`config.mk`:
```
export PLATFORM = sky130hd
export DESIGN_NAME = keypad_debounce_long_press_core
export DESIGN_NICKNAME = d
export VERILOG_FILES = /design/src/rtl/kdlp_pkg.sv /design/src/rtl/kdlp_lane.sv /design/src/rtl/kdlp_merge.sv /design/src/rtl/keypad_debounce_long_press_core.sv
export SDC_FILE = /design/constraint.sdc
export NUM_CORES = 1
export LEC_CHECK = 0
export BUFFER_PORTS_ARGS = -buffer_cell sky130_fd_sc_hd__clkbuf_2
export CAP_MARGIN = 30
export CELL_PAD_IN_SITES_DETAIL_PLACEMENT = 1
export CELL_PAD_IN_SITES_GLOBAL_PLACEMENT = 2
export CORE_ASPECT_RATIO = 0.8
export CORE_MARGIN = 2
export CORE_UTILIZATION = 40
export CTS_BUF_LIST = sky130_fd_sc_hd__clkbuf_8
export DETAILED_ROUTE_END_ITERATION = 6
export HOLD_SLACK_MARGIN = 0.12
export PLACE_DENSITY = 0.81
export SKIP_LAST_GASP = 1
export SYNTH_ARGS = -nofsm -noshare
export SYNTH_HDL_FRONTEND = slang
export SYNTH_SLANG_ARGS = --single-unit
```
`constraint.sdc`:
```
create_clock -name clk_i -period 4.38 [get_ports clk_i]
set_input_delay 0.657 -clock clk_i [delete_from_list [all_inputs] [get_ports clk_i]]
set_output_delay 0.657 -clock clk_i [all_outputs]
set_load 0.01 [all_outputs]
```
`src/rtl/kdlp_pkg.sv`:
```
`default_nettype none
// ---------------------------------------------------------------------------
// kdlp_pkg
// Shared types and constants of the keypad debounce / long-press block.
// ---------------------------------------------------------------------------
package kdlp_pkg;

  localparam int NumKeysDefault   = 16;
  localparam int PinLimit         = 16;
  localparam int LevelWidth       = 16;
  localparam int TickWidth        = 16;
  localparam int CountWidth       = 5;
  localparam int IndexWidth       = 4;
  localparam int AddrWidth        = 4;
  localparam int DataWidth        = 32;

  localparam logic [TickWidth-1:0]  DebounceReset  = 16'd20;
  localparam logic [TickWidth-1:0]  LongPressReset = 16'd1000;
  localparam logic [CountWidth-1:0] KeyCountReset  = 5'd16;

  typedef enum logic [0:0] {
    OP_SAMPLE = 1'b0,
    OP_TICK   = 1'b1
  } op_e;

  typedef enum logic [1:0] {
    EV_PRESSED  = 2'd0,
    EV_RELEASED = 2'd1,
    EV_LONG     = 2'd2
  } ev_kind_e;

  typedef enum logic [1:0] {
    REG_DEBOUNCE   = 2'd0,
    REG_LONG_PRESS = 2'd1,
    REG_KEY_COUNT  = 2'd2
  } reg_idx_e;

  typedef enum logic [2:0] {
    MODE_IDLE     = 3'b001,
    MODE_DEBOUNCE = 3'b010,
    MODE_LONG     = 3'b100
  } mode_e;

  typedef struct packed {
    logic sample;
    logic tick;
    logic enable;
    logic changed;
    logic level_down;
  } lane_cmd_t;

  typedef struct packed {
    logic     hit;
    ev_kind_e kind;
  } lane_evt_t;

endpackage
`default_nettype wire

```
`src/rtl/kdlp_lane.sv`:
```
`default_nettype none
// ---------------------------------------------------------------------------
// kdlp_lane
// Per-key debounce and long-press timer; reports at most one event per tick.
// ---------------------------------------------------------------------------
module kdlp_lane
  import kdlp_pkg::*;
(
  input  wire logic                 clk_i,
  input  wire logic                 rst_ni,
  input  wire lane_cmd_t            cmd_i,
  input  wire logic [TickWidth-1:0] debounce_i,
  input  wire logic [TickWidth-1:0] long_press_i,
  output lane_evt_t                 evt_o
);

  mode_e                mode_q, mode_d;
  logic [TickWidth-1:0] ticks_q, ticks_d;
  logic                 raw_q, raw_d;
  logic                 stable_q, stable_d;

  always_comb begin
    mode_d    = mode_q;
    ticks_d   = ticks_q;
    raw_d     = raw_q;
    stable_d  = stable_q;
    evt_o.hit  = 1'b0;
    evt_o.kind = EV_PRESSED;
    if (cmd_i.enable && cmd_i.sample && cmd_i.changed) begin
      raw_d   = cmd_i.level_down;
      mode_d  = MODE_DEBOUNCE;
      ticks_d = debounce_i;
    end else if (cmd_i.enable && cmd_i.tick) begin
      unique case (mode_q)
        MODE_DEBOUNCE: begin
          if (ticks_q > 16'd1) begin
            ticks_d = ticks_q - 16'd1;
          end else begin
            evt_o.hit = 1'b1;
            if (raw_q) begin
              stable_d   = 1'b1;
              mode_d     = MODE_LONG;
              ticks_d    = long_press_i;
              evt_o.kind = EV_PRESSED;
            end else begin
              stable_d   = 1'b0;
              mode_d     = MODE_IDLE;
              ticks_d    = '0;
              evt_o.kind = EV_RELEASED;
            end
          end
        end
        MODE_LONG: begin
          if (ticks_q > 16'd1) begin
            ticks_d = ticks_q - 16'd1;
          end else begin
            // drop silently if the key is no longer held
            mode_d     = MODE_IDLE;
            ticks_d    = '0;
            evt_o.hit  = stable_q;
            evt_o.kind = EV_LONG;
          end
        end
        default: begin
        end
      endcase
    end
  end

  always_ff @(posedge clk_i or negedge rst_ni) begin
    if (!rst_ni) begin
      mode_q   <= MODE_IDLE;
      ticks_q  <= '0;
      raw_q    <= 1'b0;
      stable_q <= 1'b0;
    end else begin
      mode_q   <= mode_d;
      ticks_q  <= ticks_d;
      raw_q    <= raw_d;
      stable_q <= stable_d;
    end
  end

endmodule
`default_nettype wire

```
`src/rtl/kdlp_merge.sv`:
```
`default_nettype none
// ---------------------------------------------------------------------------
// kdlp_merge
// Collects the lane events of one tick and emits them in ascending key order.
// ---------------------------------------------------------------------------
module kdlp_merge
  import kdlp_pkg::*;
#(
  parameter int LANES = NumKeysDefault
) (
  input  wire logic                  clk_i,
  input  wire logic                  rst_ni,
  input  wire logic                  load_i,
  input  wire lane_evt_t             evt_i [LANES],
  output logic                       busy_o,
  output logic                       out_valid_o,
  input  wire logic                  out_stall_i,
  output logic [IndexWidth-1:0]      key_id_o,
  output logic [1:0]                 event_kind_o,
  output logic                       last_o
);

  localparam int IW = (LANES > 1) ? $clog2(LANES) : 1;

  logic [LANES-1:0] pend_q, pend_d;
  ev_kind_e         kind_q [LANES];
  logic [LANES-1:0] pick;
  logic [IW-1:0]    pick_idx;
  logic             emit;

  logic                  out_valid_q, out_valid_d;
  logic [IndexWidth-1:0] idx_q;
  ev_kind_e              okind_q;
  logic                  last_q;

  // lowest pending lane wins
  always_comb begin
    pick     = '0;
    pick_idx = '0;
    for (int n = LANES - 1; n >= 0; n--) begin
      if (pend_q[n]) begin
        pick     = '0;
        pick[n]  = 1'b1;
        pick_idx = IW'(n);
      end
    end
  end

  assign emit   = (|pend_q) && (!out_valid_q || !out_stall_i);
  assign busy_o = |pend_q;

  always_comb begin
    pend_d = pend_q;
    if (load_i) begin
      for (int n = 0; n < LANES; n++) begin
        pend_d[n] = evt_i[n].hit;
      end
    end else if (emit) begin
      pend_d = pend_q & ~pick;
    end
    out_valid_d = out_valid_q;
    if (emit) begin
      out_valid_d = 1'b1;
    end else if (!out_stall_i) begin
      out_valid_d = 1'b0;
    end
  end

  always_ff @(posedge clk_i or negedge rst_ni) begin
    if (!rst_ni) begin
      pend_q      <= '0;
      out_valid_q <= 1'b0;
    end else begin
      pend_q      <= pend_d;
      out_valid_q <= out_valid_d;
    end
  end

  always_ff @(posedge clk_i) begin
    if (load_i) begin
      for (int n = 0; n < LANES; n++) begin
        kind_q[n] <= evt_i[n].kind;
      end
    end
    if (emit) begin
      idx_q   <= IndexWidth'(pick_idx);
      okind_q <= kind_q[pick_idx];
      last_q  <= ((pend_q & ~pick) == '0);
    end
  end

  assign out_valid_o  = out_valid_q;
  assign key_id_o     = idx_q;
  assign event_kind_o = okind_q;
  assign last_o       = last_q;

endmodule
`default_nettype wire

```
`src/rtl/keypad_debounce_long_press_core.sv`:
```
`default_nettype none
// ---------------------------------------------------------------------------
// keypad_debounce_long_press_core
// Debounce of active-low keys with long-press detection, one lane per key.
// ---------------------------------------------------------------------------
//  channel  | handshake                 | payload
//  input    | in_valid_i / in_stall_o   | operation_i, key_levels_i
//  output   | out_valid_o / out_stall_i | key_id_o, event_kind_o, last_o
//  config   | psel/penable/pwrite/pready| paddr, pwdata, prdata
//
// A sample or a tick updates all enabled key lanes together.
// The events of a tick leave the merge stage one per cycle unless the output
// stalls, so a tick with E events holds the input until all E have left.
// Output stalls hold the merge stage; the input stays stalled until it drains.
// Reset puts every key idle and released, all previous levels high.
module keypad_debounce_long_press_core
  import kdlp_pkg::*;
#(
  parameter int NUM_KEYS = NumKeysDefault
) (
  input  wire logic                  clk_i,
  input  wire logic                  rst_ni,
  input  wire logic                  in_valid_i,
  output logic                       in_stall_o,
  input  wire logic                  operation_i,
  input  wire logic [LevelWidth-1:0] key_levels_i,
  output logic                       out_valid_o,
  input  wire logic                  out_stall_i,
  output logic [IndexWidth-1:0]      key_id_o,
  output logic [1:0]                 event_kind_o,
  output logic                       last_o,
  input  wire logic                  psel,
  input  wire logic                  penable,
  input  wire logic                  pwrite,
  input  wire logic [AddrWidth-1:0]  paddr,
  input  wire logic [DataWidth-1:0]  pwdata,
  output logic [DataWidth-1:0]       prdata,
  output logic                       pready
);

  localparam int LANES = (NUM_KEYS < PinLimit) ? NUM_KEYS : PinLimit;

  logic [TickWidth-1:0]  debounce_q, long_press_q;
  logic [CountWidth-1:0] key_count_q;
  logic [LevelWidth-1:0] prev_q;
  logic                  cfg_wr, in_fire, busy;
  reg_idx_e              reg_idx;
  lane_evt_t             evt [LANES];

  assign pready  = 1'b1;
  assign cfg_wr  = psel && penable && pwrite && pready;
  assign reg_idx = reg_idx_e'(paddr[3:2]);

  always_comb begin
    unique case (reg_idx)
      REG_DEBOUNCE:   prdata = DataWidth'(debounce_q);
      REG_LONG_PRESS: prdata = DataWidth'(long_press_q);
      REG_KEY_COUNT:  prdata = DataWidth'(key_count_q);
      default:        prdata = '0;
    endcase
  end

  always_ff @(posedge clk_i or negedge rst_ni) begin
    if (!rst_ni) begin
      debounce_q   <= DebounceReset;
      long_press_q <= LongPressReset;
      key_count_q  <= KeyCountReset;
    end else if (cfg_wr) begin
      unique case (reg_idx)
        REG_DEBOUNCE:   debounce_q   <= pwdata[TickWidth-1:0];
        REG_LONG_PRESS: long_press_q <= pwdata[TickWidth-1:0];
        REG_KEY_COUNT:  key_count_q  <= pwdata[CountWidth-1:0];
        default: begin
        end
      endcase
    end
  end

  assign in_stall_o = busy;
  assign in_fire    = in_valid_i && !in_stall_o;

  always_ff @(posedge clk_i or negedge rst_ni) begin
    if (!rst_ni) begin
      prev_q <= '1;
    end else if (in_fire && (op_e'(operation_i) == OP_SAMPLE)) begin
      prev_q <= key_levels_i;
    end
  end

  for (genvar n = 0; n < LANES; n++) begin : g_lane
    lane_cmd_t cmd;
    assign cmd.sample     = in_fire && (op_e'(operation_i) == OP_SAMPLE);
    assign cmd.tick       = in_fire && (op_e'(operation_i) == OP_TICK);
    assign cmd.enable     = key_count_q > CountWidth'(n);
    assign cmd.changed    = prev_q[n] ^ key_levels_i[n];
    assign cmd.level_down = !key_levels_i[n];

    kdlp_lane u_lane (
      .clk_i        (clk_i),
      .rst_ni       (rst_ni),
      .cmd_i        (cmd),
      .debounce_i   (debounce_q),
      .long_press_i (long_press_q),
      .evt_o        (evt[n])
    );
  end

  kdlp_merge #(
    .LANES (LANES)
  ) u_merge (
    .clk_i        (clk_i),
    .rst_ni       (rst_ni),
    .load_i       (in_fire && (op_e'(operation_i) == OP_TICK)),
    .evt_i        (evt),
    .busy_o       (busy),
    .out_valid_o  (out_valid_o),
    .out_stall_i  (out_stall_i),
    .key_id_o     (key_id_o),
    .event_kind_o (event_kind_o),
    .last_o       (last_o)
  );

endmodule
`default_nettype wire

```
==> run metrics, run 1 <==
fraction of synthesized cell area in xor and xnor cells=4.74%; buffer count from post-CTS setup fixing=0; total via count after detailed routing=27778; number of nets still failing antenna checks after routing=0; Finish-stage setup viols=0; RSZ-0062 raised after global routing=no; worst-skew pair later-pin latency=0.70 ns; Vert. Die Dim=241 um; net total in the final layout=3426; critical path, cell by cell=or4_1 > nor4_4 > nand2_2 > inv_2 > buf_4 > and3_1 > nor2_1 > a22oi_1 > o21ai_0; count of routing violations after the opening detailed-route iteration=2632; share of cells above drive strength 1=12.6%; wire length after detailed routing=119000 um; average instance area after synthesis=8.37 um^2; DP Wirelength=77000 um; result of the run=finished, final reports clean; count of pins over their slew limit=0; first-pass iteration count of the detailed router=6; Simple-Gate Fraction of Synth Area=21.8%; via/cell ratio=6.42; core box area=0.0692 mm^2; static leakage=0.0122 uW; arrival time worst endpoint=4.54 ns; maximum vdd drop=0.345 mV; most common flop cell mapped by yosys=sky130_fd_sc_hd__dfrtp_1; Die Width=300 um; Pwr per Cell Area=631 mW/mm^2; worst hold path cell count=3; cell types with the largest area share after synthesis=sky130_fd_sc_hd__dfrtp_1 (33%), sky130_fd_sc_hd__nor2_1 (5.1%), sky130_fd_sc_hd__o21ai_0 (4.5%); actual slew at the worst max-slew pin=1.02 ns; global-route wire length before repair=177000 um; number of enable flip-flop cells after synthesis=39; synthesis-stage register bit count=445; commonest cells in the netlist=sky130_fd_sc_hd__nor2_1 (380), sky130_fd_sc_hd__dfrtp_1 (365), sky130_fd_sc_hd__nand2_1 (301), sky130_fd_sc_hd__o21ai_0 (255), sky130_fd_sc_hd__clkbuf_1 (251); Util after Layout=44.7%; fin crit share=90.9%; leading area contributor after synthesis=sky130_fd_sc_hd__dfrtp_1; final-layout fill cell count=8145; cell area after synthesis=0.0281 mm^2; critical path fanouts, max=15; antenna violations before repair=6; kind of critical path=reg2reg; post-detailed-route DRC marker count=0; critical path depth in cells=9; Boundary Pins=102; ys async rst share=91.2%; overall power of the completed layout=19500 uW; Max stage delay cell, worst path=sky130_fd_sc_hd__or4_1; TritonCTS clock tree=yes; endpoint of the most critical register-to-register path=g_lane[8].u_lane.ticks_q[15]$_DFFE_PN0P_; Hold Startpoint=out_stall_i; worst hold path class=in2reg; distinct cell type count of the synthesized netlist=84; total negative slack for setup checks=0 ns; largest incremental delay on the critical path=0.70 ns; remaining max-slew budget at the tightest pin=32.2%; share of synthesized area spent on multiplexers=3.29%; Buf/Inv on CP=2; effective utilization at floorplan=40.6%; setup skew after layout=0.0171 ns; Register-to-Register Path Depth=9; # H-tree levels=3; compound-cell area share of the yosys netlist=23.1%; maximum number of pins on one net before global-route repair=91; Final Non-Filler Cells=4324; worst-case hold path end point=u_merge.out_valid_o$_DFFE_PN0P_; minimum clock period=3.98 ns; routability congestion estimate from global placement=0.895; share of synthesized cell area in full adder, half adder and majority cells=1.50%; TritonCTS sink count=445; clk slew on worst S/H paths=0.06 ns; flop-to-flop setup slack=0.40 ns; Area Growth Syn to Fin=10.2%; worst reg2reg startpoint=u_merge.pend_q[9]$_DFFE_PN0P_; Port Buffers=66; YS warnings=0; GRT Resource Usage Total=32.5%; Final Hold Viols=0; dominant combinational cell family by area after synthesis=compound AO/OA/AOI/OAI gates; Max clock buf depth=3; clock root cell=sky130_fd_sc_hd__clkbuf_8; data required time at the worst endpoint=4.93 ns; number of global-route vias before repair=27686; num rows=86; count leader, synth=sky130_fd_sc_hd__nor2_1; post-synthesis cell count=3353; nature of the critical path startpoint=register; Seq/Total Area, Yosys=40.6%; family with the most delay on the worst path=simple AND/OR/NAND/NOR gates; endpoint type of the worst setup path=register; post-DR wirelength/cell=27.4 um; total global routing overflow=0; final hold slack=0.180 ns; fmax=251 MHz; proportion of netlist area held by the largest area contributor=32.5%; number of clock buffers inserted by TritonCTS=80; number of maximum-capacitance constraint violations=0; number of placed instances, taps included=4175; area of the die=0.0723 mm^2
-- state kept, by name, indices dropped and copies added (netlist names) --
signal and flops:
g_lane.u_lane.ticks_q 256, g_lane.u_lane.mode_q 48, u_merge.kind_q 32, debounce_q 16, g_lane.u_lane.raw_q 16, g_lane.u_lane.stable_q 16
long_press_q 16, prev_q 16, u_merge.pend_q 16, key_count_q 5, u_merge.key_id_o 4, u_merge.event_kind_o 2
u_merge.last_o 1, u_merge.out_valid_o 1
-- power breakdown --
part,internal [uW],total [uW],switching (uW)
logic,2950,8080,5130
registers,5590,7490,1900
clock network,1970,3930,1970
total,10500,19500,8990
-- placed cells by master, fill, tap and decap left out, types with 64 or more instances in the layout --
| cell | count |
|---|---|
| sky130_fd_sc_hd__nor2_1 | 379 |
| sky130_fd_sc_hd__dfrtp_1 | 365 |
| sky130_fd_sc_hd__nand2_1 | 301 |
| sky130_fd_sc_hd__o21ai_0 | 255 |
| sky130_fd_sc_hd__a21oi_1 | 245 |
| sky130_fd_sc_hd__nand3_1 | 135 |
| sky130_fd_sc_hd__a31oi_1 | 114 |
| sky130_fd_sc_hd__xnor2_1 | 112 |
| sky130_fd_sc_hd__nor3_1 | 106 |
| sky130_fd_sc_hd__buf_4 | 102 |
| sky130_fd_sc_hd__clkbuf_8 | 95 |
| sky130_fd_sc_hd__inv_1 | 89 |
| sky130_fd_sc_hd__nor4_1 | 76 |
| sky130_fd_sc_hd__clkbuf_2 | 65 |
| sky130_fd_sc_hd__a22oi_1 | 64 |
-- timing repair --
item / in CTS / in global routing
gates resized for setup: 0 / 0
hold endpoints to repair: 61 / 0
hold buffers: 1 / 0
-- cell families after synthesis --
| kind of cell | count (synthesis) |
|---|---|
| and+or+nand+nor | 1267 |
| buffers and inverters | 347 |
| xor gates and xnor gates | 152 |
| muxes | 85 |
| adders and majority gates | 34 |
| AOI/OAI and AO/OA | 1021 |
| other | 2 |
| DFF | 445 |
-- final cells by class --
cell class | count | area [um^2] | share of cell area [%]
Antenna cell | 1 | 2.50 | 0.00809
Tap cell | 924 | 1160 | 3.74
Clock inverter | 52 | 218 | 0.704
Sequential cell | 445 | 11400 | 36.8
Inverter | 55 | 206 | 0.668
Timing Repair Buffer | 176 | 1250 | 4.05
Multi-Input combinational cell | 2576 | 15400 | 49.8
Clock buffer | 95 | 1310 | 4.23
-- how the worst max path moves through the flow --
stage	start	endpoint	slack, ns
floorplan	u_merge.pend_q[0]$_DFFE_PN0P_	g_lane[15].u_lane.stable_q$_DFFE_PN0P_	0.61
global placement	u_merge.pend_q[9]$_DFFE_PN0P_	g_lane[5].u_lane.ticks_q[7]$_DFFE_PN0P_	0.52
detailed placement	u_merge.pend_q[9]$_DFFE_PN0P_	g_lane[8].u_lane.ticks_q[15]$_DFFE_PN0P_	0.51
CTS	u_merge.pend_q[9]$_DFFE_PN0P_	g_lane[8].u_lane.ticks_q[15]$_DFFE_PN0P_	0.48
global route	u_merge.pend_q[9]$_DFFE_PN0P_	g_lane[8].u_lane.ticks_q[3]$_DFFE_PN0P_	0.25
finish	u_merge.pend_q[9]$_DFFE_PN0P_	g_lane[8].u_lane.ticks_q[15]$_DFFE_PN0P_	0.40
-- through the flow --
| stage | worst slack, ns | cell area [um^2] |
|---|---|---|
| after floorplan | 0.615 | 28100 |
| after global placement | 0.516 | 29300 |
| after detailed placement | 0.509 | 29400 |
| after CTS | 0.479 | 30900 |
| after global routing | 0.253 | 30900 |
| final | 0.398 | 30900 |
-- tightest hold or removal path, cell delays in order --
cell and delay [ns]:
sky130_fd_sc_hd__clkbuf_2 0.09, sky130_fd_sc_hd__nand2_1 0.05, sky130_fd_sc_hd__nand2_1 0.05
-- metal layers --
| layer | part of all wire (%) | track usage [%] | vias up |
|---|---|---|---|
| met2 | 43 | 48.2 | 1032 |
| li1 | - | - | 12288 |
| met1 | 44 | 44.8 | 14187 |
| met5 | 0 | 0 | - |
| met3 | 8.4 | 7.94 | 271 |
| met4 | 4.9 | 14.9 | 0 |
Power figures use the tool's default switching activity.
==> run 2, diff against run 1 <==
Settings changed: RECOVER_POWER set to 100.
==> run 2 against run 1 <==
Effect of this change:
- the run now ends with max-capacitance violations, max-slew violations left
- maximum frequency down 1.7%
- count of clock-buffer cells in the layout did not move
- register-to-register slack worse by 0.07 ns
- wire length is essentially flat
- die area stayed put
- total power shrank 0.27%
- flip-flop and latch count unchanged
- first-iteration DRC count is 0.61% lower
- core utilization is 0.37 points lower
- critical endpoint is now g_lane[6].u_lane.ticks_q[9]$_DFFE_PN0P_
- sequential share of layout area increased by 0.30 points
- hold slack barely moved
- sequential power hardly changed
==> run metrics, run 2 (synthesis gave the netlist of run 1 again) <==
result of the run=finished, violations left; violations in the final reports=max-capacitance violations, max-slew violations; setup skew after layout=0.0235 ns (+0.00638 ns); TritonCTS sink count=445 (unchanged); count of routing violations after the opening detailed-route iteration=2616 (-0.61%); total negative slack for setup checks=0 ns (unchanged); count of pins over their slew limit=135 (+135); critical path, cell by cell=or4_1 > nor4_4 > inv_1 > nor3b_1 > buf_4 > and3_1 > clkbuf_2 > mux2_2; data required time at the worst endpoint=4.97 ns (+0.04 ns); Boundary Pins=102 (unchanged); final-layout fill cell count=8170 (+0.31%); Register-to-Register Path Depth=8 (-1); # H-tree levels=3 (unchanged); minimum setup slack in the final design=0.328 ns (-0.0697 ns); clk slew on worst S/H paths=0.07 ns (about the same); first-pass iteration count of the detailed router=6 (unchanged); RSZ-0062 raised after global routing=no; number of placed instances, taps included=4175 (unchanged); Max clock buf depth=3 (unchanged); Buf/Inv on CP=3 (+1); hold buffer count at cts=1 (unchanged); endpoint type of the worst setup path=register; fmax=247 MHz (-1.7%); via/cell ratio=6.43 (about the same); Vert. Die Dim=241 um (unchanged); critical path fanouts, max=22 (+7); register with the highest flop count=g_lane.u_lane.ticks_q; global-route wire length before repair=177000 um (unchanged); buffer count from post-CTS setup fixing=0 (unchanged); worst hold path class=in2reg; area of the die=0.0723 mm^2 (unchanged); fin crit share=92.5% (+1.6 points); post-DR wirelength/cell=27.4 um (about the same); worst-skew pair later-pin latency=0.70 ns (about the same); minimum clock period=4.05 ns (+0.0697 ns); Die Width=300 um (unchanged); routability congestion estimate from global placement=0.895 (unchanged); flip-flop count of the largest register after layout=256 (unchanged); total global routing overflow=0 (unchanged); Port Buffers=66 (unchanged); maximum number of pins on one net before global-route repair=91 (unchanged); num rows=86 (unchanged); cells resized by post-CTS repair=0 (unchanged); share of cells above drive strength 1=10.7% (-1.9 points); number of global-route vias before repair=27686 (unchanged); core box area=0.0692 mm^2 (unchanged); worst slack at placement=0.509 ns (unchanged); total via count after detailed routing=27798 (+0.072%); Max stage delay cell, worst path=sky130_fd_sc_hd__or4_1; DP Wirelength=77000 um (unchanged); post-detailed-route DRC marker count=0 (unchanged); Final Hold Viols=0 (unchanged); final hold slack=0.180 ns (-0.000393 ns); arrival time worst endpoint=4.64 ns (+0.10 ns); biggest registers after layout=g_lane.u_lane.ticks_q: 256 flops, g_lane.u_lane.mode_q: 48 flops, u_merge.kind_q: 32 flops; number of clock buffers inserted by TritonCTS=80 (unchanged); GRT Resource Usage Total=32.5% (unchanged); largest incremental delay on the critical path=0.70 ns (about the same); remaining max-slew budget at the tightest pin=-42.2% (-74 points); most common cell after layout, fill and taps aside=sky130_fd_sc_hd__nor2_1; number of nets still failing antenna checks after routing=0 (unchanged); leading cell types in the layout, fill and taps excluded=sky130_fd_sc_hd__nor2_1 (379), sky130_fd_sc_hd__dfrtp_1 (365), sky130_fd_sc_hd__nand2_1 (301); family with the most delay on the worst path=simple AND/OR/NAND/NOR gates; Pwr per Cell Area=634 mW/mm^2 (+0.56%); antenna violations before repair=6 (unchanged); critical path depth in cells=8 (-1); actual slew at the worst max-slew pin=2.13 ns (+1.12 ns); net total in the final layout=3426 (unchanged); Util after Layout=44.3% (-0.37 points); TritonCTS clock tree=yes; clock root cell=sky130_fd_sc_hd__clkbuf_8; static leakage=0.0120 uW (-1.8%); wire length after detailed routing=119000 um (about the same); maximum vdd drop=0.354 mV (+2.6%); Final Non-Filler Cells=4324 (unchanged); kind of critical path=reg2reg; number of maximum-capacitance constraint violations=4 (+4); nature of the critical path startpoint=register; effective utilization at floorplan=40.6% (unchanged); Area Growth Syn to Fin=9.29%; Finish-stage setup viols=0 (unchanged); worst hold path cell count=3 (unchanged)
==> run 2: cell count changes in the layout (fill, tap and decap cells not counted), sizes merged <==
cell    before  now
buf        109   71
clkbuf     160  198
==> run 2: metal layers <==
layer | wire length, um | part of all wire (%) | track usage, % | up-vias
met5 | 0 | 0 | 0 | -
met4 | 5800 | 4.9 | 14.9 | 0
met3 | 10200 | 8.6 | 7.94 | 268
met2 | 50700 | 43 | 48.2 | 1113
met1 | 51900 | 44 | 44.8 | 14133
li1 | - | - | - | 12284
==> run 2: worst paths after layout <==
check,slack (ns),end,from
min,0.18,prev_q[5]$_DFFE_PN1P_,key_levels_i[5]
min in group asynchronous,1.12,g_lane[4].u_lane.ticks_q[14]$_DFFE_PN0P_,rst_ni
max,0.33,g_lane[6].u_lane.ticks_q[9]$_DFFE_PN0P_,u_merge.pend_q[9]$_DFFE_PN0P_
max reg2reg,0.33,g_lane[6].u_lane.ticks_q[9]$_DFFE_PN0P_,u_merge.pend_q[9]$_DFFE_PN0P_
max in group asynchronous,0.76,g_lane[8].u_lane.ticks_q[8]$_DFFE_PN0P_,rst_ni
min reg2reg,0.47,prev_q[10]$_DFFE_PN1P_,prev_q[10]$_DFFE_PN1P_
==> run 2: through the flow <==
stage	total power (uW)	cell area (um^2)
floorplan	12400	28100
global placement	14900	29300
detailed placement	15400	29400
CTS	19400	30900
global route	20700	30700
finish	19500	30700
==> run 2: area by class of cell <==
type / count / area, um^2 / area share, %
timing repair buffer: 176 / 1050 / 3.42
clock buffer: 95 / 1310 / 4.26
multi-input combinational: 2576 / 15400 / 50.1
sequential: 445 / 11400 / 37.1
inverter: 55 / 206 / 0.673
antenna: 1 / 2.50 / 0.00816
clock inverter: 52 / 218 / 0.710
tap: 924 / 1160 / 3.77
==> run 2: where the power goes <==
group / total, uW / switching, uW / internal (uW)
Clock: 3940 / 1970 / 1960
Sequential: 7480 / 1890 / 5590
Combinational: 8030 / 5120 / 2910
==> run 2: worst min-delay path: cells and delay by family <==
family                 cells  cell delay, ns
and+or+nand+nor            2            0.11
buffers and inverters      1            0.10
